**src/rtl/key_matrix_scan_event_assert.svh**
```systemverilog
// Assertion macros used by the key matrix scanner RTL.
`ifndef KEY_MATRIX_SCAN_EVENT_ASSERT_SVH
`define KEY_MATRIX_SCAN_EVENT_ASSERT_SVH

// Same-cycle implication, checked at every rising clock edge outside reset.
`define KMSE_ASSERT_NOW(label, ante, cons) \
  label: assert property (@(posedge clk_i) disable iff (!rst_ni) (ante) |-> (cons)) \
    else $error("key matrix scanner check failed");

// Next-cycle implication, checked at every rising clock edge outside reset.
`define KMSE_ASSERT_NEXT(label, ante, cons) \
  label: assert property (@(posedge clk_i) disable iff (!rst_ni) (ante) |=> (cons)) \
    else $error("key matrix scanner check failed");

`endif

```
**src/rtl/kmse_pkg.sv**
```systemverilog
// Package with constants, types and the key event table of the key matrix scanner.
package kmse_pkg;

  localparam int unsigned ROWS_DEFAULT    = 3;
  localparam int unsigned COLUMNS_DEFAULT = 9;
  localparam int unsigned TABLE_ROWS      = 3;
  localparam int unsigned TABLE_COLS      = 9;
  localparam int unsigned SAMPLE_W        = 3;
  localparam int unsigned COL_W           = 4;
  localparam int unsigned INDEX_W         = 4;
  localparam logic        EMIT_LEVEL_RESET = 1'b1;

  typedef enum logic [1:0] {
    KIND_NONE  = 2'd0,
    KIND_NAV   = 2'd1,
    KIND_EDIT  = 2'd2,
    KIND_MEDIA = 2'd3
  } kind_e;

  // Column 0 holds the two navigation keys and the function key, the top row
  // holds the edit keys and the two lower rows hold the sixteen media keys.
  function automatic kind_e key_kind(int unsigned r, int unsigned c);
    kind_e k;
    k = KIND_NONE;
    if (r < TABLE_ROWS && c < TABLE_COLS) begin
      if (c == 0) begin
        k = (r == TABLE_ROWS - 1) ? KIND_NONE : KIND_NAV;
      end else if (r == 0) begin
        k = KIND_EDIT;
      end else begin
        k = KIND_MEDIA;
      end
    end
    return k;
  endfunction

  function automatic logic [INDEX_W-1:0] key_index(int unsigned r, int unsigned c);
    logic [INDEX_W-1:0] idx;
    idx = '0;
    if (r < TABLE_ROWS && c < TABLE_COLS) begin
      if (c == 0) begin
        idx = (r == TABLE_ROWS - 1) ? '0 : INDEX_W'(r);
      end else if (r == 0) begin
        idx = INDEX_W'(c - 1);
      end else begin
        idx = INDEX_W'((r - 1) * (TABLE_COLS - 1) + c - 1);
      end
    end
    return idx;
  endfunction

endpackage

```
**src/rtl/key_matrix_scan_event.sv**
```systemverilog
// Key matrix scanner: stores one column of row levels per item and reports key events.
//
//   channel | direction | handshake                 | payload
//   --------+-----------+---------------------------+------------------------------------------
//   sample  | in        | in_valid_i / in_stall_o   | row_sample_i
//   result  | out       | out_valid_o / out_stall_i | column_drive_o, scan_done_o, event_*_o,
//           |           |                           | function_key_o
//   config  | in        | cfg_valid_i / cfg_ready_o | emit_level_i
//
// One item per cycle while the result is not stalled: an input register feeds one pass of logic
// (key map update, lowest-set-bit pick over the changed keys, table select) into the result register.
// Every item gives exactly one result; event_valid_o is high only on the last column of a scan.
// Reset clears the column counter and both key maps and sets emit level to one.
// A stalled result holds the result register; the input register still takes one more item.

`include "key_matrix_scan_event_assert.svh"

module key_matrix_scan_event #(
  parameter int unsigned ROWS    = kmse_pkg::ROWS_DEFAULT,
  parameter int unsigned COLUMNS = kmse_pkg::COLUMNS_DEFAULT
) (
  input  logic                         clk_i,
  input  logic                         rst_ni,
  input  logic                         in_valid_i,
  output logic                         in_stall_o,
  input  logic [kmse_pkg::SAMPLE_W-1:0] row_sample_i,
  output logic                         out_valid_o,
  input  logic                         out_stall_i,
  output logic [kmse_pkg::COL_W-1:0]   column_drive_o,
  output logic                         scan_done_o,
  output logic                         event_valid_o,
  output logic [1:0]                   event_kind_o,
  output logic [kmse_pkg::INDEX_W-1:0] event_index_o,
  output logic                         function_key_o,
  input  logic                         cfg_valid_i,
  output logic                         cfg_ready_o,
  input  logic                         emit_level_i
);

  localparam int unsigned KEYS     = ROWS * COLUMNS;
  localparam int unsigned FUNC_BIT = (ROWS - 1) * COLUMNS;
  localparam int unsigned COL_W    = kmse_pkg::COL_W;
  localparam int unsigned IDX_W    = kmse_pkg::INDEX_W;

  // Input register
  logic                          in_valid_q, in_valid_d;
  logic [kmse_pkg::SAMPLE_W-1:0] sample_q;
  logic                          in_accept;
  logic                          take;
  logic                          advance;

  // Scan state
  logic [COL_W-1:0] col_q, col_d;
  logic [KEYS-1:0]  cur_q, cur_d;
  logic [KEYS-1:0]  prev_q, prev_d;
  logic             emit_level_q;

  // Result register
  logic              out_valid_q, out_valid_d;
  logic [COL_W-1:0]  column_drive_q;
  logic              scan_done_q;
  logic              event_valid_q;
  logic [1:0]        event_kind_q;
  logic [IDX_W-1:0]  event_index_q;
  logic              function_key_q;

  // Datapath
  logic [COL_W-1:0] col_eff;
  logic [COL_W-1:0] col_next;
  logic             last_col;
  logic [ROWS-1:0]  row_bits;
  logic [KEYS-1:0]  cur_new;
  logic [KEYS-1:0]  diff;
  logic [KEYS-1:0]  first_change;
  logic [1:0]       lut_kind [KEYS];
  logic [IDX_W-1:0] lut_index [KEYS];
  logic [1:0]       sel_kind;
  logic [IDX_W-1:0] sel_index;
  logic             found;
  logic             new_level;
  logic             emit;

  assign advance    = !out_valid_q || !out_stall_i;
  assign take       = in_valid_q && advance;
  assign in_stall_o = in_valid_q && !advance;
  assign in_accept  = in_valid_i && !in_stall_o;
  assign cfg_ready_o = 1'b1;

  assign in_valid_d  = in_accept ? 1'b1 : (take ? 1'b0 : in_valid_q);
  assign out_valid_d = advance ? in_valid_q : out_valid_q;

  // A counter outside the column range is treated as column 0.
  assign col_eff  = ({1'b0, col_q} >= (COL_W + 1)'(COLUMNS)) ? '0 : col_q;
  assign last_col = (col_eff == COL_W'(COLUMNS - 1));
  assign col_next = last_col ? '0 : col_eff + COL_W'(1);

  // Sample bit 0 is the bottom row; rows beyond the sample width read as zero.
  for (genvar r = 0; r < ROWS; r++) begin : g_row
    if (ROWS - 1 - r < kmse_pkg::SAMPLE_W) begin : g_in
      assign row_bits[r] = sample_q[ROWS - 1 - r];
    end else begin : g_zero
      assign row_bits[r] = 1'b0;
    end
  end

  // Key map is row-major: bit r*COLUMNS+c is row r, column c.
  always_comb begin
    cur_new = cur_q;
    for (int r = 0; r < ROWS; r++) begin
      for (int c = 0; c < COLUMNS; c++) begin
        if (COL_W'(c) == col_eff) begin
          cur_new[r * COLUMNS + c] = row_bits[r];
        end
      end
    end
  end

  // The first change in row-major order is the lowest set bit of the difference.
  assign diff         = cur_new ^ prev_q;
  assign first_change = diff & (~diff + KEYS'(1));
  assign found        = |diff;
  assign new_level    = |(first_change & cur_new);

  for (genvar i = 0; i < KEYS; i++) begin : g_lut
    assign lut_kind[i]  = kmse_pkg::key_kind(i / COLUMNS, i % COLUMNS);
    assign lut_index[i] = kmse_pkg::key_index(i / COLUMNS, i % COLUMNS);
  end

  always_comb begin
    sel_kind  = '0;
    sel_index = '0;
    for (int i = 0; i < KEYS; i++) begin
      sel_kind  = sel_kind  | (lut_kind[i]  & {2{first_change[i]}});
      sel_index = sel_index | (lut_index[i] & {IDX_W{first_change[i]}});
    end
  end

  assign emit = last_col && found && (sel_kind != kmse_pkg::KIND_NONE) &&
                (new_level == emit_level_q);

  assign col_d  = take ? col_next : col_q;
  assign cur_d  = take ? cur_new : cur_q;
  assign prev_d = (take && last_col) ? cur_new : prev_q;

  always_ff @(posedge clk_i or negedge rst_ni) begin
    if (!rst_ni) begin
      in_valid_q   <= 1'b0;
      out_valid_q  <= 1'b0;
      col_q        <= '0;
      cur_q        <= '0;
      prev_q       <= '0;
      emit_level_q <= kmse_pkg::EMIT_LEVEL_RESET;
    end else begin
      in_valid_q  <= in_valid_d;
      out_valid_q <= out_valid_d;
      col_q       <= col_d;
      cur_q       <= cur_d;
      prev_q      <= prev_d;
      if (cfg_valid_i) begin
        emit_level_q <= emit_level_i;
      end
    end
  end

  always_ff @(posedge clk_i) begin
    if (in_accept) begin
      sample_q <= row_sample_i;
    end
    if (take) begin
      column_drive_q <= col_next;
      scan_done_q    <= last_col;
      event_valid_q  <= emit;
      event_kind_q   <= emit ? sel_kind : '0;
      event_index_q  <= emit ? sel_index : '0;
      function_key_q <= cur_new[FUNC_BIT];
    end
  end

  assign out_valid_o    = out_valid_q;
  assign column_drive_o = column_drive_q;
  assign scan_done_o    = scan_done_q;
  assign event_valid_o  = event_valid_q;
  assign event_kind_o   = event_kind_q;
  assign event_index_o  = event_index_q;
  assign function_key_o = function_key_q;

  `KMSE_ASSERT_NOW(a_col_in_range, 1'b1, {1'b0, col_q} < (COL_W + 1)'(COLUMNS))
  `KMSE_ASSERT_NOW(a_event_at_scan_end, out_valid_q && event_valid_q, scan_done_q)
  `KMSE_ASSERT_NEXT(a_prev_follows_scan, take && last_col, prev_q == cur_q)
  `KMSE_ASSERT_NEXT(a_col_steps, take && !last_col, col_q == $past(col_eff) + COL_W'(1))

endmodule
```
**config.mk**
```make
export PLATFORM = sky130hd
export DESIGN_NAME = key_matrix_scan_event
export DESIGN_NICKNAME = d
export VERILOG_FILES = /design/src/rtl/kmse_pkg.sv /design/src/rtl/key_matrix_scan_event.sv
export VERILOG_INCLUDE_DIRS = /design/src /design/src/rtl
export SDC_FILE = /design/constraint.sdc
export NUM_CORES = 1
export LEC_CHECK = 0
export BUFFER_PORTS_ARGS = -buffer_cell sky130_fd_sc_hd__buf_4
export CAP_MARGIN = 20
export CORE_MARGIN = 2
export CORE_UTILIZATION = 28
export DETAILED_ROUTE_END_ITERATION = 10
export PLACE_DENSITY_LB_ADDON = 0.15
export RECOVER_POWER = 50
export SLEW_MARGIN = 20
export SYNTH_ARGS = -nofsm -noshare
export SYNTH_HDL_FRONTEND = slang
export SYNTH_SLANG_ARGS = --single-unit
export TNS_END_PERCENT = 30
```
**constraint.sdc**
```tcl
create_clock -name clk_i -period 5.59 [get_ports clk_i]
set_input_delay 1.677 -clock clk_i [delete_from_list [all_inputs] [get_ports clk_i]]
set_output_delay 1.677 -clock clk_i [all_outputs]
set_load 0.005 [all_outputs]
```
* After elaboration in Yosys (flattened, before gate mapping) *
Index checks and enable logic that the tools add are counted.
Widths: inputs -> output; s select.

storage, ports and cells
  output and inout port bits = 16
  logic and storage cells = 125
  input port bits = 9
  bits in registers = 77

operators by class
  order comparisons = 1
  add/sub/neg operators = 2
  bitwise logic cells = 51
  eq/ne operators = 10
  reductions and logical operators = 17
  multiplexer cells = 31

operators with widths
  kind                   count
  $and 27x27->27         2
  $reduce_or 27->1       2
  $or 2x2->2             24
  $mux 1                 29
  $or 4x4->4             7
  $add 27x1->27 const B  1
  $not 27->27            1
  $xor 27x27->27         1
  $or 3x3->3             7
  $eq 3x4->1 const A     4
  $eq 2x4->1 const A     2
  $mux 4                 2
  $logic_and 1x1->1      7
  $or 3x1->3             2
  $or 3x2->3             2
  $add 4x1->4 const B    1
  $eq 1x4->1 const A     1
  $eq 4x4->1 const A     1
  $eq 4x4->1 const B     1
  $ge 4x4->1 const B     1
  $logic_not 1->1        4
  $logic_not 4->1        1
  $or 1x2->2             2
  $or 3x4->4             1
  5 further kinds        6

* Longest topological paths before layout *
  word-level depth = 36
  mapped depth = 19
  gate-level depth less buffers = 17

* Worst setup path before layout *
OpenSTA, ideal clock, no wires.

  kind = flip-flop to flip-flop
  start point = reg col_q[2]
  end point = reg event_index_q[0], in the netlist event_index_o[0], data pin
  data required time = 5322 ps
  stages on the path, launching flop included = 18
  period minus slack after synthesis = 4357 ps
  arrival time = 4089 ps
  slack = 1233 ps
  library setup time = 268 ps
  path buffers = 2
  path through = dfrtp_1 > or4b_1 > buf_2 > nand3_4 > mux2i_1 > inv_1 > ha_1 > nor3b_1 > o2111ai_1 > nand2_1 > nand4_1 > or3_1 > buf_2 > or4_1 > o2111ai_1 > a211oi_1 > xnor2_2 > nor3_1

between the ends
  longest elaborated chain between the ends = 36
  elaborated cells on any way between the ends = 98
  those cells by class = add/sub: 1; order compare: 1; eq/ne: 10; mux: 28; bitwise: 51; reduce/logical: 7

RTL lines
  what                            line                          RTL
  start, declared                 key_matrix_scan_event.sv:53   logic [COL_W-1:0] col_q, col_d;
  start signal, assigned          key_matrix_scan_event.sv:156  col_q <= col_d;
  $ge 4x4->1                      key_matrix_scan_event.sv:93   assign col_eff = ({1'b0, col_q} >= (COL_W + 1)'(COLUMNS)) ? '0 : col_q;
  $mux 4 *                        key_matrix_scan_event.sv:93
  $logic_not 4->1 *               key_matrix_scan_event.sv:111  if (COL_W'(c) == col_eff) begin
  $mux 1 *                        key_matrix_scan_event.sv:111
  via cur_new[0]                  key_matrix_scan_event.sv:72   logic [KEYS-1:0] cur_new;
  $xor 27x27->27                  key_matrix_scan_event.sv:119  assign diff = cur_new ^ prev_q;
  $not 27->27                     key_matrix_scan_event.sv:120  assign first_change = diff & (~diff + KEYS'(1));
  $add 27x1->27                   key_matrix_scan_event.sv:120
  $and 27x27->27                  key_matrix_scan_event.sv:120
  $or 1x2->2                      key_matrix_scan_event.sv:133  sel_kind = sel_kind | (lut_kind[i] & {2{first_change[i]}});
  $or 2x2->2 (7 in a row)         key_matrix_scan_event.sv:133
  $or 2x1->2                      key_matrix_scan_event.sv:133
  $or 2x2->2 (16 in a row)        key_matrix_scan_event.sv:133
  $reduce_bool 2->1               key_matrix_scan_event.sv:138  assign emit = last_col && found && (sel_kind != kmse_pkg::KIND_NONE) &&
  $logic_and 1x1->1 (2 in a row)  key_matrix_scan_event.sv:138
  end signal, assigned            key_matrix_scan_event.sv:174  event_index_q <= emit ? sel_index : '0;
  end, declared                   key_matrix_scan_event.sv:64   logic [IDX_W-1:0] event_index_q;

Mark *: on every way through the listed nets, which the timed path passes. The rest lies on a longest branch.
A chain may end at the register's enable or synchronous reset.

* Final worst setup path *
  start point = reg col_q[3]
  end point = reg event_kind_q[0], in the netlist event_kind_o[0], data pin

between the ends
  longest elaborated chain between the ends = 36
  elaborated cells on any way between the ends = 76
  those cells by class = add/sub: 1; order compare: 1; eq/ne: 10; mux: 28; bitwise: 29; reduce/logical: 7

RTL lines
  what                            line                          RTL
  $ge 4x4->1                      key_matrix_scan_event.sv:93
  $mux 4 *                        key_matrix_scan_event.sv:93
  $logic_not 4->1 *               key_matrix_scan_event.sv:111
  $mux 1 *                        key_matrix_scan_event.sv:111
  via cur_new[0]                  key_matrix_scan_event.sv:72
  $xor 27x27->27                  key_matrix_scan_event.sv:119
  $not 27->27                     key_matrix_scan_event.sv:120
  $add 27x1->27                   key_matrix_scan_event.sv:120
  $and 27x27->27                  key_matrix_scan_event.sv:120
  $or 1x2->2                      key_matrix_scan_event.sv:133
  $or 2x2->2 (7 in a row)         key_matrix_scan_event.sv:133
  $or 2x1->2                      key_matrix_scan_event.sv:133
  $or 2x2->2 (16 in a row)        key_matrix_scan_event.sv:133
  $reduce_bool 2->1               key_matrix_scan_event.sv:138
  $logic_and 1x1->1 (2 in a row)  key_matrix_scan_event.sv:138
  end signal, assigned            key_matrix_scan_event.sv:173  event_kind_q <= emit ? sel_kind : '0;
  end, declared                   key_matrix_scan_event.sv:63   logic [1:0] event_kind_q;

Marks and branches as above.

==> flow_summary_export.csv <==
group,metric,value,unit
outcome,outcome,"complete, but fails checks",
outcome,violations,"capacitance limit, slew limit",
clocking,cts_hold_buffers,0,
drt,drc,0,
placed_design,post-dp-hpwl,11600,microns
floorplan,die_h,138,microns
sta,fmax,200,MHz
clocking,cts.path.max_buffers,2,
finish,stdcell_count,799,
placed_design,routabilityCongestion,0.920,
drt,first_iter_violations,220,
worst_setup_path,worst-r2r-cell-count,17,
synth,syn-cell-area,0.00504,sq mm
worst_setup_path,arrival,5.10,ns
placed_design,pre_cts_ws,0.794,ns
finish,seqCellArea,0.00201,sq mm
floorplan,die_w,138,microns
global_routing,grt_pass1_vias,4132,
finish,postLayoutCoreUtil,32.1,%
sta,slew-limit-headroom,-134,%
synth,synth_top_family_by_area,"simple AND/OR/NAND/NOR gates",
clocking,postCtsResizedCells,0,
worst_setup_path,required,5.68,ns
worst_setup_path,startpoint,"col_q[3]$_DFFE_PN0P_",
finish,fillers,1853,
synth,muxShareOfSynthArea,10.7,%
clocking,cts.clk_slew.worst_paths,0.06,ns
drt,wire_per_inst,19.3,microns
drt,ant_nets,0,
sta,layout_min_cycle_time,5.01,ns
synth,syn_inst,548,
synth,synth_edf_count,16,
worst_setup_path,regToRegSetupSlack,0.58,ns
global_routing,grt_max_degree,62,
finish,finalNetCount,580,
sta,rsz0062_at_grt,"no",
placed_design,portBuffers,23,
finish,n_antenna_cell,0,
finish,multi_input_area,0.00285,sq mm
worst_setup_path,rr_endpoint,"event_kind_o[0]$_SDFFCE_PN0P_",
synth,synth-compound-area-share,14.1,%
synth,seq_area_frac_synth,39.9,%
sta,slew_viol_final,62,
synth,synth_warnings,0,
drt,drtPass1Iterations,5,
synth,ys_async_sr_fraction,79.2,%
floorplan,io_pins,25,
power_and_ir_drop,total_power,3.40,mW
worst_setup_path,startpoint_type,"flop",
worst_setup_path,path_class,"flop to flop",
synth,synth.avg_cell_area,9.19,sq um
synth,yosys-top-cells-area,"dfrtp_1, edfxtp_1, nand2_1",
worst_setup_path,crit_fanout,11,
floorplan,initial_utilization,28.3,%
synth,synth_common_cells,"nand2_1, dfrtp_1, nand2b_1",
sta,tightest_slew,3.51,ns
placed_design,place_inst,783,
sta,finalCritPeriodShare,89.6,%
floorplan,die_area,0.0191,sq mm
synth,yosysTopAreaCell,"dfrtp_1",
synth,yosysTopAreaCellShare,29.8,%
clocking,postCtsSetupBuffers,0,
sta,hold_violations,0,
run,max_cap_viol_count,1,
clocking,root_buffer,"clkbuf_16",
synth,synth_adder_area_share,1.91,%
sta,setup_slack,0.580,ns
synth,synth-xor-area-share,3.10,%
synth,ys.flop_type,"dfrtp_1",
clocking,cts.sinks,77,
clocking,clock_latency,0.35,ns
power_and_ir_drop,peakVddDrop,219,uV
global_routing,grt-ovfl-total,0,
min_path,hold_path_class,"flop to flop",
sta,tns,0,ns
worst_setup_path,cp-end-kind,"flop",
synth,synth.most_common_cell,"nand2_1",
global_routing,antenna_found_initial,0,
finish,area_growth,13.3,%
finish,layout-drive-gt1-share,14.9,%
sta,setup_viol,0,
clocking,cts_buffers,9,
synth,synthDistinctLibCells,73,
synth,syn_nets,563,
synth,ys_ff_latch,77,
floorplan,rows,49,
worst_setup_path,cp-endpoint,"event_kind_o[0]$_SDFFCE_PN0P_",
power_and_ir_drop,p_per_area,596,mW/mm^2
sta,finClkSkew,0.00606,ns
floorplan,placeableCoreArea,0.0178,sq mm
drt,via_per_inst,5.20,
global_routing,grtUsageTotal,16.7,%
global_routing,grt_pass1_wl,24500,microns
worst_setup_path,worstReg2RegStart,"col_q[3]$_DFFE_PN0P_",
drt,wirelength,15400,microns
clocking,h-tree-depth,3,
synth,synth-simple-area-share,26.9,%
drt,dr_total_vias,4157,
power_and_ir_drop,leakage,2.39,nW
clocking,cts_tree,"built",
## worst min path at each step
stage	startpoint	end	slack, ns	depth (start not counted)
6_report	in_valid_q$_DFFE_PN0P_	out_valid_o$_DFFE_PN0P_	0.50	1
5_1_grt	cur_q[0]$_DFFE_PN0P_	cur_q[0]$_DFFE_PN0P_	0.52	2
4_1_cts	cur_q[0]$_DFFE_PN0P_	cur_q[0]$_DFFE_PN0P_	0.50	2
3_5_place_dp	cur_q[0]$_DFFE_PN0P_	cur_q[0]$_DFFE_PN0P_	0.48	2
3_3_place_gp	prev_q[0]$_DFFE_PN0P_	prev_q[0]$_DFFE_PN0P_	0.47	2
2_1_floorplan	cur_q[26]$_DFFE_PN0P_	cur_q[26]$_DFFE_PN0P_	0.44	2
## per-stage QoR
step / hold slack (ns) / cell area, sq um
2_1_floorplan: 0.443 / 5040
3_3_place_gp: 0.468 / 5450
3_5_place_dp: 0.479 / 5460
4_1_cts: 0.497 / 5730
5_1_grt: 0.516 / 5710
6_report: 0.499 / 5710
## state kept, by name, summed over array words and instances (netlist names)
register        count
col_q               4
column_drive_o      4
cur_q              27
emit_level_q        1
event_index_o       4
event_kind_o        2
event_valid_o       1
function_key_o      1
in_valid_q          1
out_valid_o         1
prev_q             27
sample_q            3
scan_done_o         1
## area by class of cell
cell class / count / area share, %
clock buffers: 9 / 3.95
repair buffers: 31 / 3.88
well taps: 229 / 5.02
flip-flops and latches: 77 / 35.2
clock inverters: 7 / 0.877
multi-input cells: 428 / 49.9
inverters: 18 / 1.18
## where the power goes
group / switching (mW) / internal [mW] / leakage (nW)
combinational: 1.19 / 0.718 / 1.32
clock: 0.258 / 0.302 / 0.128
sequential: 0.177 / 0.757 / 0.946
total: 1.62 / 1.78 / 2.39
## cells by family after synthesis
kind of cell	Yosys count
and+or+nand+nor	248
AOI/OAI and AO/OA	105
DFF	77
muxes	49
buffers and inverters	43
xor gates and xnor gates	17
adders and majority gates	8
other	1
## per-layer routing
layer  GRT usage (%)  part of all wire [%]
met3            2.87                   4.0
met4            8.70                   4.0
met2            26.0                    46
met1            22.2                    46
met5               0                     0
## critical path, stage by stage (launching register included)
cell	delay (ns)
dfrtp_1	0.46
nor2b_1	0.26
inv_1	0.10
ha_1	0.35
nand3_1	0.26
mux2i_1	0.31
inv_1	0.07
ha_1	0.39
nor3b_1	0.20
o2111ai_1	0.15
nand2_1	0.17
nand4_1	0.27
or3_1	0.55
or4_1	0.56
o2111ai_1	0.10
a211oi_1	0.11
xnor2_2	0.31
nor3_1	0.11
## layout by cell type, fill, tap and decap left out, types with 3 or more instances in the layout
cell type,instances
buf_4,21
nor2b_1,21
o22ai_1,3
nor2_1,25
clkbuf_16,9
clkinvlp_4,3
or2_2,3
nand3_1,21
dfrtp_1,60
nand2_1,74
nand3b_2,3
nand2b_1,42
a32oi_1,6
inv_1,17
o2111ai_1,7
ha_1,6
nor4_1,4
clkbuf_1,3
a211oi_1,6
clkbuf_4,7
o31ai_1,3
nor3b_1,3
a21oi_1,16
o21ai_0,31
and3_1,5
mux2i_1,23
nand4_1,7
a2111oi_0,5
or4b_1,4
edfxtp_1,16
mux2_2,24
a31oi_1,3
nor3_1,14
xor2_1,9
o32ai_1,6
xnor2_1,7
Note: power is estimated with default switching activity, not from simulation.
